==> config.mk <==
export PLATFORM = sky130hd
export DESIGN_NAME = ultrasonic_echo_ranger
export DESIGN_NICKNAME = d
export VERILOG_FILES = /design/src/design/uer_pkg.sv /design/src/design/ultrasonic_echo_ranger.sv
export SDC_FILE = /design/constraint.sdc
export NUM_CORES = 1
export LEC_CHECK = 0
export ABC_AREA = 1
export BUFFER_PORTS_ARGS = -buffer_cell sky130_fd_sc_hd__buf_4
export CORE_AREA = 2 2 244 126
export CTS_CLUSTER_DIAMETER = 120
export DETAILED_ROUTE_END_ITERATION = 16
export DIE_AREA = 0 0 246 128
export PLACE_DENSITY = 0.8
export SYNTH_ARGS = -nofsm -noshare
export SYNTH_HDL_FRONTEND = slang
export SYNTH_SLANG_ARGS = --single-unit
==> constraint.sdc <==
create_clock -name i_clk -period 4.6 [get_ports i_clk]
set_clock_uncertainty 0.05 [all_clocks]
set_input_delay 0.92 -clock i_clk [delete_from_list [all_inputs] [get_ports i_clk]]
set_output_delay 0.92 -clock i_clk [all_outputs]
set_load 0.01 [all_outputs]
==> src/design/uer_pkg.sv <==
`default_nettype none

package uer_pkg;

    // field and register widths
    localparam int TRIG_W  = 8;
    localparam int GAP_W   = 20;
    localparam int SMP_W   = 4;
    localparam int UPC_W   = 8;
    localparam int DIST_W  = 28;
    localparam int CFG_W   = 20;
    localparam int CIDX_W  = 2;
    localparam int ROUND_W = 4;
    localparam int FRAC_W  = 8;
    localparam int DIV_W   = UPC_W + SMP_W;

    // register reset values
    localparam logic [TRIG_W-1:0] TRIG_RST = TRIG_W'(20);
    localparam logic [GAP_W-1:0]  GAP_RST  = GAP_W'(100000);
    localparam logic [SMP_W-1:0]  SMP_RST  = SMP_W'(5);
    localparam logic [UPC_W-1:0]  UPC_RST  = UPC_W'(58);

    localparam logic [DIST_W-1:0] DIST_MAX = {DIST_W{1'b1}};

    // register indexes
    typedef enum logic [CIDX_W-1:0] {
        CFG_TRIG = 2'd0,
        CFG_GAP  = 2'd1,
        CFG_SMP  = 2'd2,
        CFG_UPC  = 2'd3
    } t_cfg_idx;

    // ranging phase
    typedef enum logic [4:0] {
        PH_IDLE = 5'b00001,
        PH_TRIG = 5'b00010,
        PH_WAIT = 5'b00100,
        PH_HIGH = 5'b01000,
        PH_GAP  = 5'b10000
    } t_phase;

    // tick handling versus averaging divide
    typedef enum logic [1:0] {
        CT_RUN = 2'b01,
        CT_DIV = 2'b10
    } t_ctl;

endpackage

`default_nettype wire

==> src/design/ultrasonic_echo_ranger.sv <==
`default_nettype none

// channel  | direction | handshake                  | word
// ---------+-----------+----------------------------+---------------------------------
// tick in  | input     | i_in_valid / o_in_stall    | i_echo_level, i_start_req
// result   | output    | o_out_valid / i_out_stall  | o_trig_level, o_busy_res,
//          |           |                            | o_done_res, o_distance_q8
// config   | input     | i_cfg_we                   | i_cfg_idx, i_cfg_data
//
// an ordinary tick is taken straight into the output register; a new tick
// enters in the same cycle the waiting word leaves the output register. the
// tick that finishes a run shows its word only once the bit-serial restoring
// divider that forms the average is done, one quotient bit per cycle; new
// ticks are stalled while it divides.
// reset is synchronous, active low, and restores the register defaults.
// a stalled output blocks new ticks only while its register is full.
module ultrasonic_echo_ranger #(
    parameter int WIDTH_BITS  = 24,
    parameter int MAX_SAMPLES = 8
) (
    input  wire logic                        i_clk,
    input  wire logic                        i_rst_n,
    input  wire logic                        i_in_valid,
    output logic                             o_in_stall,
    input  wire logic                        i_echo_level,
    input  wire logic                        i_start_req,
    output logic                             o_out_valid,
    input  wire logic                        i_out_stall,
    output logic                             o_trig_level,
    output logic                             o_busy_res,
    output logic                             o_done_res,
    output logic [uer_pkg::DIST_W-1:0]       o_distance_q8,
    input  wire logic                        i_cfg_we,
    input  wire logic [uer_pkg::CIDX_W-1:0]  i_cfg_idx,
    input  wire logic [uer_pkg::CFG_W-1:0]   i_cfg_data
);
    import uer_pkg::*;

    localparam int SUM_W = WIDTH_BITS + $clog2(MAX_SAMPLES);
    localparam int QW    = SUM_W + FRAC_W;
    localparam int CNT_W = $clog2(QW + 1);
    localparam int EXT_W = (QW > DIST_W) ? QW : DIST_W;
    localparam int MS_W  = $clog2(MAX_SAMPLES + 1) + 1;

    // configuration
    logic [TRIG_W-1:0] r_trig_ticks;
    logic [GAP_W-1:0]  r_gap_ticks;
    logic [SMP_W-1:0]  r_sample_count;
    logic [UPC_W-1:0]  r_us_per_cm;

    // ranging state
    t_phase                 r_phase, n_phase;
    logic [GAP_W-1:0]       r_timer, n_timer;
    logic [ROUND_W-1:0]     r_round, n_round;
    logic [SUM_W-1:0]       r_sum, n_sum;
    logic [WIDTH_BITS-1:0]  r_width, n_width;
    logic [DIST_W-1:0]      r_last_dist;
    logic                   done_tick;

    // divider and output
    t_ctl                   r_ctl;
    logic [CNT_W-1:0]       r_cnt;
    logic [DIV_W-1:0]       r_dvs;
    logic [DIV_W-1:0]       r_rem;
    logic [QW-1:0]          r_quo;
    logic                   r_out_valid;
    logic                   r_o_trig, r_o_busy, r_o_done;
    logic [DIST_W-1:0]      r_o_dist;

    logic                   in_acc, out_acc;
    logic [ROUND_W-1:0]     rounds_n;
    logic [UPC_W-1:0]       upc_eff;
    logic [DIV_W-1:0]       divisor;
    logic [DIV_W:0]         trial;
    logic                   trial_ge;
    logic [DIV_W-1:0]       n_rem;
    logic [EXT_W-1:0]       quo_ext;
    logic [DIST_W-1:0]      dist_sat;

    // handshakes
    assign out_acc    = r_out_valid & ~i_out_stall;
    assign o_in_stall = ~((r_ctl == CT_RUN) & (~r_out_valid | ~i_out_stall));
    assign in_acc     = i_in_valid & ~o_in_stall;

    // effective round count and divisor
    always_comb begin
        priority if (r_sample_count == '0) begin
            rounds_n = ROUND_W'(1);
        end else if (MS_W'(r_sample_count) > MS_W'(MAX_SAMPLES)) begin
            rounds_n = ROUND_W'(MAX_SAMPLES);
        end else begin
            rounds_n = ROUND_W'(r_sample_count);
        end
        upc_eff = (r_us_per_cm == '0) ? UPC_W'(1) : r_us_per_cm;
        divisor = DIV_W'(upc_eff) * DIV_W'(rounds_n);
    end

    // one tick of the ranging sequence
    always_comb begin
        n_phase   = r_phase;
        n_timer   = r_timer;
        n_round   = r_round;
        n_sum     = r_sum;
        n_width   = r_width;
        done_tick = 1'b0;
        unique case (r_phase)
            PH_IDLE: begin
                if (i_start_req) begin
                    n_phase = PH_TRIG;
                    n_timer = GAP_W'(1);
                    n_round = '0;
                    n_sum   = '0;
                    n_width = '0;
                end
            end
            PH_TRIG: begin
                if (r_timer >= GAP_W'(r_trig_ticks)) begin
                    n_phase = PH_WAIT;
                    n_timer = '0;
                end else begin
                    n_timer = r_timer + GAP_W'(1);
                end
            end
            PH_WAIT: begin
                if (i_echo_level) begin
                    n_phase = PH_HIGH;
                    n_width = WIDTH_BITS'(1);
                end
            end
            PH_HIGH: begin
                if (i_echo_level) begin
                    if (r_width != {WIDTH_BITS{1'b1}}) begin
                        n_width = r_width + WIDTH_BITS'(1);
                    end
                end else begin
                    n_sum   = r_sum + SUM_W'(r_width);
                    n_width = '0;
                    n_round = r_round + ROUND_W'(1);
                    n_phase = PH_GAP;
                    n_timer = '0;
                end
            end
            PH_GAP: begin
                if (r_timer >= r_gap_ticks) begin
                    if (r_round >= rounds_n) begin
                        done_tick = 1'b1;
                        n_phase   = PH_IDLE;
                        n_timer   = '0;
                        n_round   = '0;
                    end else begin
                        n_phase = PH_TRIG;
                        n_timer = GAP_W'(1);
                    end
                end else begin
                    n_timer = r_timer + GAP_W'(1);
                end
            end
            default: begin
                n_phase = PH_IDLE;
            end
        endcase
    end

    // restoring divide step and final saturation
    always_comb begin
        trial    = {r_rem, r_quo[QW-1]};
        trial_ge = trial >= {1'b0, r_dvs};
        n_rem    = trial_ge ? DIV_W'(trial - {1'b0, r_dvs}) : trial[DIV_W-1:0];
        quo_ext  = EXT_W'(r_quo);
        dist_sat = (quo_ext > EXT_W'(DIST_MAX)) ? DIST_MAX : quo_ext[DIST_W-1:0];
    end

    // configuration registers
    always_ff @(posedge i_clk) begin
        if (!i_rst_n) begin
            r_trig_ticks   <= TRIG_RST;
            r_gap_ticks    <= GAP_RST;
            r_sample_count <= SMP_RST;
            r_us_per_cm    <= UPC_RST;
        end else if (i_cfg_we) begin
            unique case (t_cfg_idx'(i_cfg_idx))
                CFG_TRIG: r_trig_ticks   <= i_cfg_data[TRIG_W-1:0];
                CFG_GAP:  r_gap_ticks    <= i_cfg_data[GAP_W-1:0];
                CFG_SMP:  r_sample_count <= i_cfg_data[SMP_W-1:0];
                CFG_UPC:  r_us_per_cm    <= i_cfg_data[UPC_W-1:0];
                default: ;
            endcase
        end
    end

    // ranging state registers
    always_ff @(posedge i_clk) begin
        if (!i_rst_n) begin
            r_phase <= PH_IDLE;
            r_timer <= '0;
            r_round <= '0;
            r_sum   <= '0;
            r_width <= '0;
        end else if (in_acc) begin
            r_phase <= n_phase;
            r_timer <= n_timer;
            r_round <= n_round;
            r_sum   <= n_sum;
            r_width <= n_width;
        end
    end

    // divider control, last result and output valid
    always_ff @(posedge i_clk) begin
        if (!i_rst_n) begin
            r_ctl       <= CT_RUN;
            r_cnt       <= '0;
            r_last_dist <= '0;
            r_out_valid <= 1'b0;
        end else begin
            unique case (r_ctl)
                CT_RUN: begin
                    if (in_acc && done_tick) begin
                        r_ctl       <= CT_DIV;
                        r_cnt       <= CNT_W'(QW);
                        r_out_valid <= 1'b0;
                    end else if (in_acc) begin
                        r_out_valid <= 1'b1;
                    end else if (out_acc) begin
                        r_out_valid <= 1'b0;
                    end
                end
                CT_DIV: begin
                    if (r_cnt == '0) begin
                        r_ctl       <= CT_RUN;
                        r_last_dist <= dist_sat;
                        r_out_valid <= 1'b1;
                    end else begin
                        r_cnt <= r_cnt - CNT_W'(1);
                    end
                end
                default: r_ctl <= CT_RUN;
            endcase
        end
    end

    // divider datapath and output word
    always_ff @(posedge i_clk) begin
        if (r_ctl == CT_RUN) begin
            if (in_acc && done_tick) begin
                r_quo <= {r_sum, {FRAC_W{1'b0}}};
                r_rem <= '0;
                r_dvs <= divisor;
            end else if (in_acc) begin
                r_o_trig <= (n_phase == PH_TRIG);
                r_o_busy <= (n_phase != PH_IDLE);
                r_o_done <= 1'b0;
                r_o_dist <= r_last_dist;
            end
        end else if (r_cnt == '0) begin
            r_o_trig <= 1'b0;
            r_o_busy <= 1'b0;
            r_o_done <= 1'b1;
            r_o_dist <= dist_sat;
        end else begin
            r_rem <= n_rem;
            r_quo <= {r_quo[QW-2:0], trial_ge};
        end
    end

    assign o_out_valid   = r_out_valid;
    assign o_trig_level  = r_o_trig;
    assign o_busy_res    = r_o_busy;
    assign o_done_res    = r_o_done;
    assign o_distance_q8 = r_o_dist;

endmodule

`default_nettype wire

# ---- Word-level counts from Yosys, hierarchy flattened
# Cells that the tools add are included.
dict set report totals {
  reg_bits 247
  inputBits 29
  word_cells 157
}
dict set report classes {
  add_sub_neg 6
  mul 1
  n_lt_le_gt_ge 6
  n_eq_ne 26
  muxes 65
  bitwise_logic 7
  reduce_logical 26
}
# cell n
set op_table {}
lappend op_table {{28-bit two-way mux} 5}
lappend op_table {{35-bit two-way mux} 3}
lappend op_table {{24-bit two-way mux} 4}
lappend op_table {{20-bit two-way mux} 4}
lappend op_table {{20-bit case mux with 4 select lines} 1}
lappend op_table {{24-bit case mux with 3 select lines} 1}
lappend op_table {{27-bit two-way mux} 2}
lappend op_table {{27-bit case mux with 2 select lines} 1}
lappend op_table {{12-bit two-way mux} 4}
lappend op_table {{35-bit by 28-bit greater-than comparator with 1-bit output, second input constant} 1}
lappend op_table {{27-bit by 24-bit adder with 27-bit output} 1}
lappend op_table {{5-bit two-way mux} 5}
lappend op_table {{5-bit case mux with 5 select lines} 1}
lappend op_table {{24-bit by 1-bit adder with 24-bit output, second input constant} 1}
lappend op_table {{4-bit two-way mux} 6}
lappend op_table {{24-bit != test, second input constant} 1}
lappend op_table {{20-bit by 1-bit adder with 20-bit output, second input constant} 1}
lappend op_table {{20-bit >= comparator} 1}
lappend op_table {{20-bit by 8-bit >= comparator with 1-bit output} 1}
lappend op_table {{2-bit != test, second input constant} 10}
lappend op_table {{1-bit two-way mux} 18}
lappend op_table {{2-bit AND reduction} 8}
lappend op_table {{13-bit by 12-bit >= comparator with 1-bit output} 1}
lappend op_table {{8-bit by 4-bit multiplier with 12-bit output} 1}
lappend op_table {{other kinds (38)} 55}

# ---- Depth between registers and ports, before layout
dict set report logic_depth {
  word_depth 11
  ltp_mapped 18
}

# ---- Least setup slack after synthesis
# OpenSTA, ideal clock, no wires.
dict set report synth_timing {
  path_type {reg-to-reg}
  from {register r_sample_count[3]}
  to {register r_o_busy, in the netlist o_busy_res (enable)}
  setup_ns 0.429
  t_arrival_ns 4.405
  required_ns 4.121
  slack_ns -0.284
  path_stages_with_launch 14
  path_buffers 1
  cell_sequence {dfxtp_1 -> clkbuf_1 -> nor2_1 -> clkinv_1 -> ha_1 -> inv_1 -> nor2_1 -> o211ai_1 -> nand3_1 -> nand2_1 -> inv_1 -> nand3_1 -> nand2_1 -> a21oi_1}
}
dict set report synth_via {
  elab_chain_cells 10
  elab_cells_between_ends 11
}
# element line
set synth_rtl {}
lappend synth_rtl {{start: declaration} ultrasonic_echo_ranger.sv:48} ;# logic [SMP_W-1:0] r_sample_count;
lappend synth_rtl {{start signal: assignment} ultrasonic_echo_ranger.sv:184} ;# CFG_SMP: r_sample_count <= i_cfg_data[SMP_W-1:0];
lappend synth_rtl {{4-bit greater-than comparator} ultrasonic_echo_ranger.sv:89} ;# end else if (MS_W'(r_sample_count) > MS_W'(MAX_SAMPLES)) begin
lappend synth_rtl {{4-bit two-way mux} ultrasonic_echo_ranger.sv:89}
lappend synth_rtl {{4-bit two-way mux *} ultrasonic_echo_ranger.sv:87} ;# priority if (r_sample_count == '0) begin
lappend synth_rtl {{4-bit >= comparator *} ultrasonic_echo_ranger.sv:145} ;# if (r_round >= rounds_n) begin
lappend synth_rtl {{1-bit two-way mux *} ultrasonic_echo_ranger.sv:145}
lappend synth_rtl {{1-bit two-way mux *} ultrasonic_echo_ranger.sv:144} ;# if (r_timer >= r_gap_ticks) begin
lappend synth_rtl {{1-bit two-way mux *} ultrasonic_echo_ranger.sv:106} ;# unique case (r_phase)
lappend synth_rtl {{1-bit logical AND *} ultrasonic_echo_ranger.sv:245} ;# if (in_acc && done_tick) begin
lappend synth_rtl {{2-bit != test (no line) *} n/a}
lappend synth_rtl {{3-bit AND reduction (no line) *} n/a}
lappend synth_rtl {{end signal: assignment} ultrasonic_echo_ranger.sv:251} ;# r_o_busy <= (n_phase != PH_IDLE);
lappend synth_rtl {{end: declaration} ultrasonic_echo_ranger.sv:67} ;# logic r_o_trig, r_o_busy, r_o_done;
# Mark *: on every way between the ends. The rest lies on a longest branch, timed or not.
# A chain may end at the register's enable or synchronous reset.

# ---- Final worst setup path
dict set report layout_timing {
  from {register r_us_per_cm[2]}
  to {register r_dvs[10], data pin}
}
dict set report layout_via {
  elab_chain_cells 3
}
# element line
set layout_rtl {}
lappend layout_rtl {{start: declaration} ultrasonic_echo_ranger.sv:49} ;# logic [UPC_W-1:0] r_us_per_cm;
lappend layout_rtl {{start signal: assignment} ultrasonic_echo_ranger.sv:185} ;# CFG_UPC: r_us_per_cm <= i_cfg_data[UPC_W-1:0];
lappend layout_rtl {{8-bit logical NOT} ultrasonic_echo_ranger.sv:94} ;# upc_eff = (r_us_per_cm == '0) ? UPC_W'(1) : r_us_per_cm;
lappend layout_rtl {{8-bit two-way mux *} ultrasonic_echo_ranger.sv:94}
lappend layout_rtl {{8-bit by 4-bit multiplier with 12-bit output *} ultrasonic_echo_ranger.sv:95} ;# divisor = DIV_W'(upc_eff) * DIV_W'(rounds_n);
lappend layout_rtl {{named net divisor[10]} ultrasonic_echo_ranger.sv:73} ;# logic [DIV_W-1:0] divisor;
lappend layout_rtl {{end signal: assignment} ultrasonic_echo_ranger.sv:248} ;# r_dvs <= divisor;
lappend layout_rtl {{end: declaration} ultrasonic_echo_ranger.sv:63} ;# logic [DIV_W-1:0] r_dvs;
# Mark *: on every way through the listed nets, which the timed path passes. The rest lies on a longest branch.

==> results.ini <==
[sta]
drv_slew = 0
relSlewSlack_pct = 29.14
fmax_mhz = 263.1
setup_viol = 0
finalCriticalPeriod_ns = 3.801
setup_ws_ns = 0.7992
post-route-period-util_pct = 82.63
hold_viol = 0
setup_tns_ns = 0
worst_slew_pin_slew_ns = 1.061
rsz0062_at_grt = no

[detailed_routing]
wl_per_cell_um = 16.84
antenna_left = 0
viasPerCell = 5.667
drt_drc_violations_left = 0
vias = 13270
drt_wl_total_um = 39440
first_pass_iters = 8
drt-initial-drc-count = 1793

[clock_tree]
clk_path_buf_depth = 3
h-tree-depth = 1
cts_resized = 0
cts.clk_slew.worst_paths_ns = 0.07
cts_tree = built
post_cts_buffers = 0
clock_latency_ns = 0.55
cts_sinks = 247
hold_buffers = 0
cts_buffers = 24
root_buffer = clkbuf_16

[finish]
final_cell_mix = nand2_1, nor2_1, inv_1
fin_nets = 2059
mostFrequentLayoutCell = nand2_1
fin_util_pct = 54.23
drive_gt1_share_pct = 8.080
n_antenna_cell = 0
area_growth_pct = 11.13
instances_no_fill = 2342

[logic_synthesis]
synthesis.nets = 2020
synth_top_cell_area_share_pct = 21.79
yosysUniqueCellTypes = 53
yosysTopAreaCell = dfxtp_1
seq_area_frac_synth_pct = 40.52
syn_area_mm2 = 0.01443
syn_area_per_cell_um2 = 7.649
syn_inst = 1886
synth.area.top_cells = dfxtp_1, edfxtp_1, nand2_1
ys_seq_elements = 247
yosysWarnings = 0

[floorplan]
coreArea_mm2 = 0.02956
die_area_mm2 = 0.03149
num_io_pins = 62
fp-row-count = 45
chipWidth_um = 246
start_util_pct = 48.80
fp.dieH_um = 128

[outcome]
outcome = finished clean

[pwr]
p_sw_share_pct = 25.49
pwr-share-comb_pct = 10.0
peakVddDrop_mv = 0.2462
power.switching_mw = 1.264
p_seq_share_pct = 47.1
p_total_mw = 4.961
total_leakage_power_nw = 6.936
powerDensity_mw_per_mm2 = 309.5
power_frac_clock_pct = 42.9
p_int_mw = 3.697

[global_routing]
grt_max_degree = 80
overflow = 0
antenna_found_initial = 0
gr-usage-all-layers_pct = 24.85
grt_pass1_vias = 11780
grt_pass1_wl_um = 62190

[place]
pre_cts_ws_ns = 0.8790
place_congestion = 1.020
port_buffers = 61
dp.cells = 2298
hpwlAfterDp_um = 28960

[job]
maxCapViolations = 0

[worst_setup_path]
cp.arrival_ns = 4.06
worstSetupStartpointType = register
worstSetupPathType = register to register
cp_max_fo = 4
end_kind = register
required_ns = 4.86

[hold_path]
hold_class = register to register

-- power by group through the flow --
stage	Sequential (mW)	Combinational, mW	Clock, mW
global route	2.34	0.556	2.25
finish	2.34	0.495	2.13
floorplan	2.39	0.343	0
detailed placement	2.39	0.487	0
global placement	2.38	0.468	0
CTS	2.34	0.491	2.16
-- through the flow --
stage | instance area (um2) | hold WS (ns)
detailed placement | 15190 | 0.4053
finish | 16030 | 0.4123
floorplan | 14430 | 0.3796
global placement | 15190 | 0.4017
CTS | 16030 | 0.4159
global route | 16030 | 0.4330
-- critical path: stages (launching register included) --
cell and delay [ns]:
dfxtp_1 0.32, inv_1 0.13, nand4_1 0.13, nor4_1 0.24
o21ai_0 0.25, fa_1 0.56, fa_1 0.55, inv_1 0.08
fa_1 0.46, nand3_1 0.10, nand2_1 0.09, a21oi_1 0.13
o21bai_1 0.10, nand2_1 0.07, nand2_1 0.05, a21oi_1 0.15
xnor2_1 0.08
-- registers in the layout, indices dropped and copies added, names as in the netlist, 5 cells and up --
signal / flops
quo_ext: 35
o_distance_q8: 28
r_last_dist: 28
r_sum: 27
r_width: 24
r_gap_ticks: 20
r_timer: 20
r_dvs: 12
r_rem: 12
r_trig_ticks: 8
r_us_per_cm: 8
r_cnt: 6
r_phase: 5
-- Yosys cell counts, drive strengths merged --
cell     number
o21a          2
a21boi        2
xor2         18
nor2        245
ha           91
or2           8
a31o          1
nand4        46
xnor2        16
inv         241
nand3b        9
o211ai       15
o31ai         2
nor3         58
a21oi       211
nand2       338
dfxtp       157
fa           14
and3          1
buf          17
o21ai       123
o22ai         3
a21o          7
nor4          4
a31oi        22
a221oi        1
a211oi        2
clkinv        3
edfxtp       90
clkbuf       41
o2111ai       1
nor3b         5
nand3        84
o21bai        8
-- cell type report --
| type | instances | area [um2] |
|---|---|---|
| well taps | 399 | 499.2 |
| clock buffers | 31 | 676.9 |
| clock inverters | 13 | 162.7 |
| multi-input cells | 1337 | 7388 |
| flip-flops and latches | 247 | 5846 |
| fillers | 2743 | 13530 |
| inverters | 244 | 925.9 |
| repair buffers | 71 | 533.0 |
-- worst paths after layout --
kind                  start         to  slack, ns  cells past startpoint
max          r_us_per_cm[2]  r_dvs[10]       0.80                     16
min                r_cnt[5]   r_cnt[5]       0.41                      2
max reg2reg  r_us_per_cm[2]  r_dvs[10]       0.80                     16
min reg2reg        r_cnt[5]   r_cnt[5]       0.41                      2
-- cell families (layout without fill, tap and decap cells) --
logic type      after synthesis  in the layout  share of synthesized area [%]
simple gates                798            798                          24.22
compound gates              400            400                          14.93
buf+inv                     302            359                          8.422
flops                       247            247                          40.52
fa+ha+maj                   105            105                          9.835
xor+xnor                     34             34                          2.064
-- metal layers --
metal / vias to the layer above / track usage [%] / part of all wire, %
li1: 6399 / - / -
met1: 6124 / 38.97 / 48
met2: 691 / 33.01 / 37
met3: 57 / 7.515 / 13
met4: 0 / 4.599 / 1.6
met5: - / 0 / 0
Power figures use the tool's default switching activity.
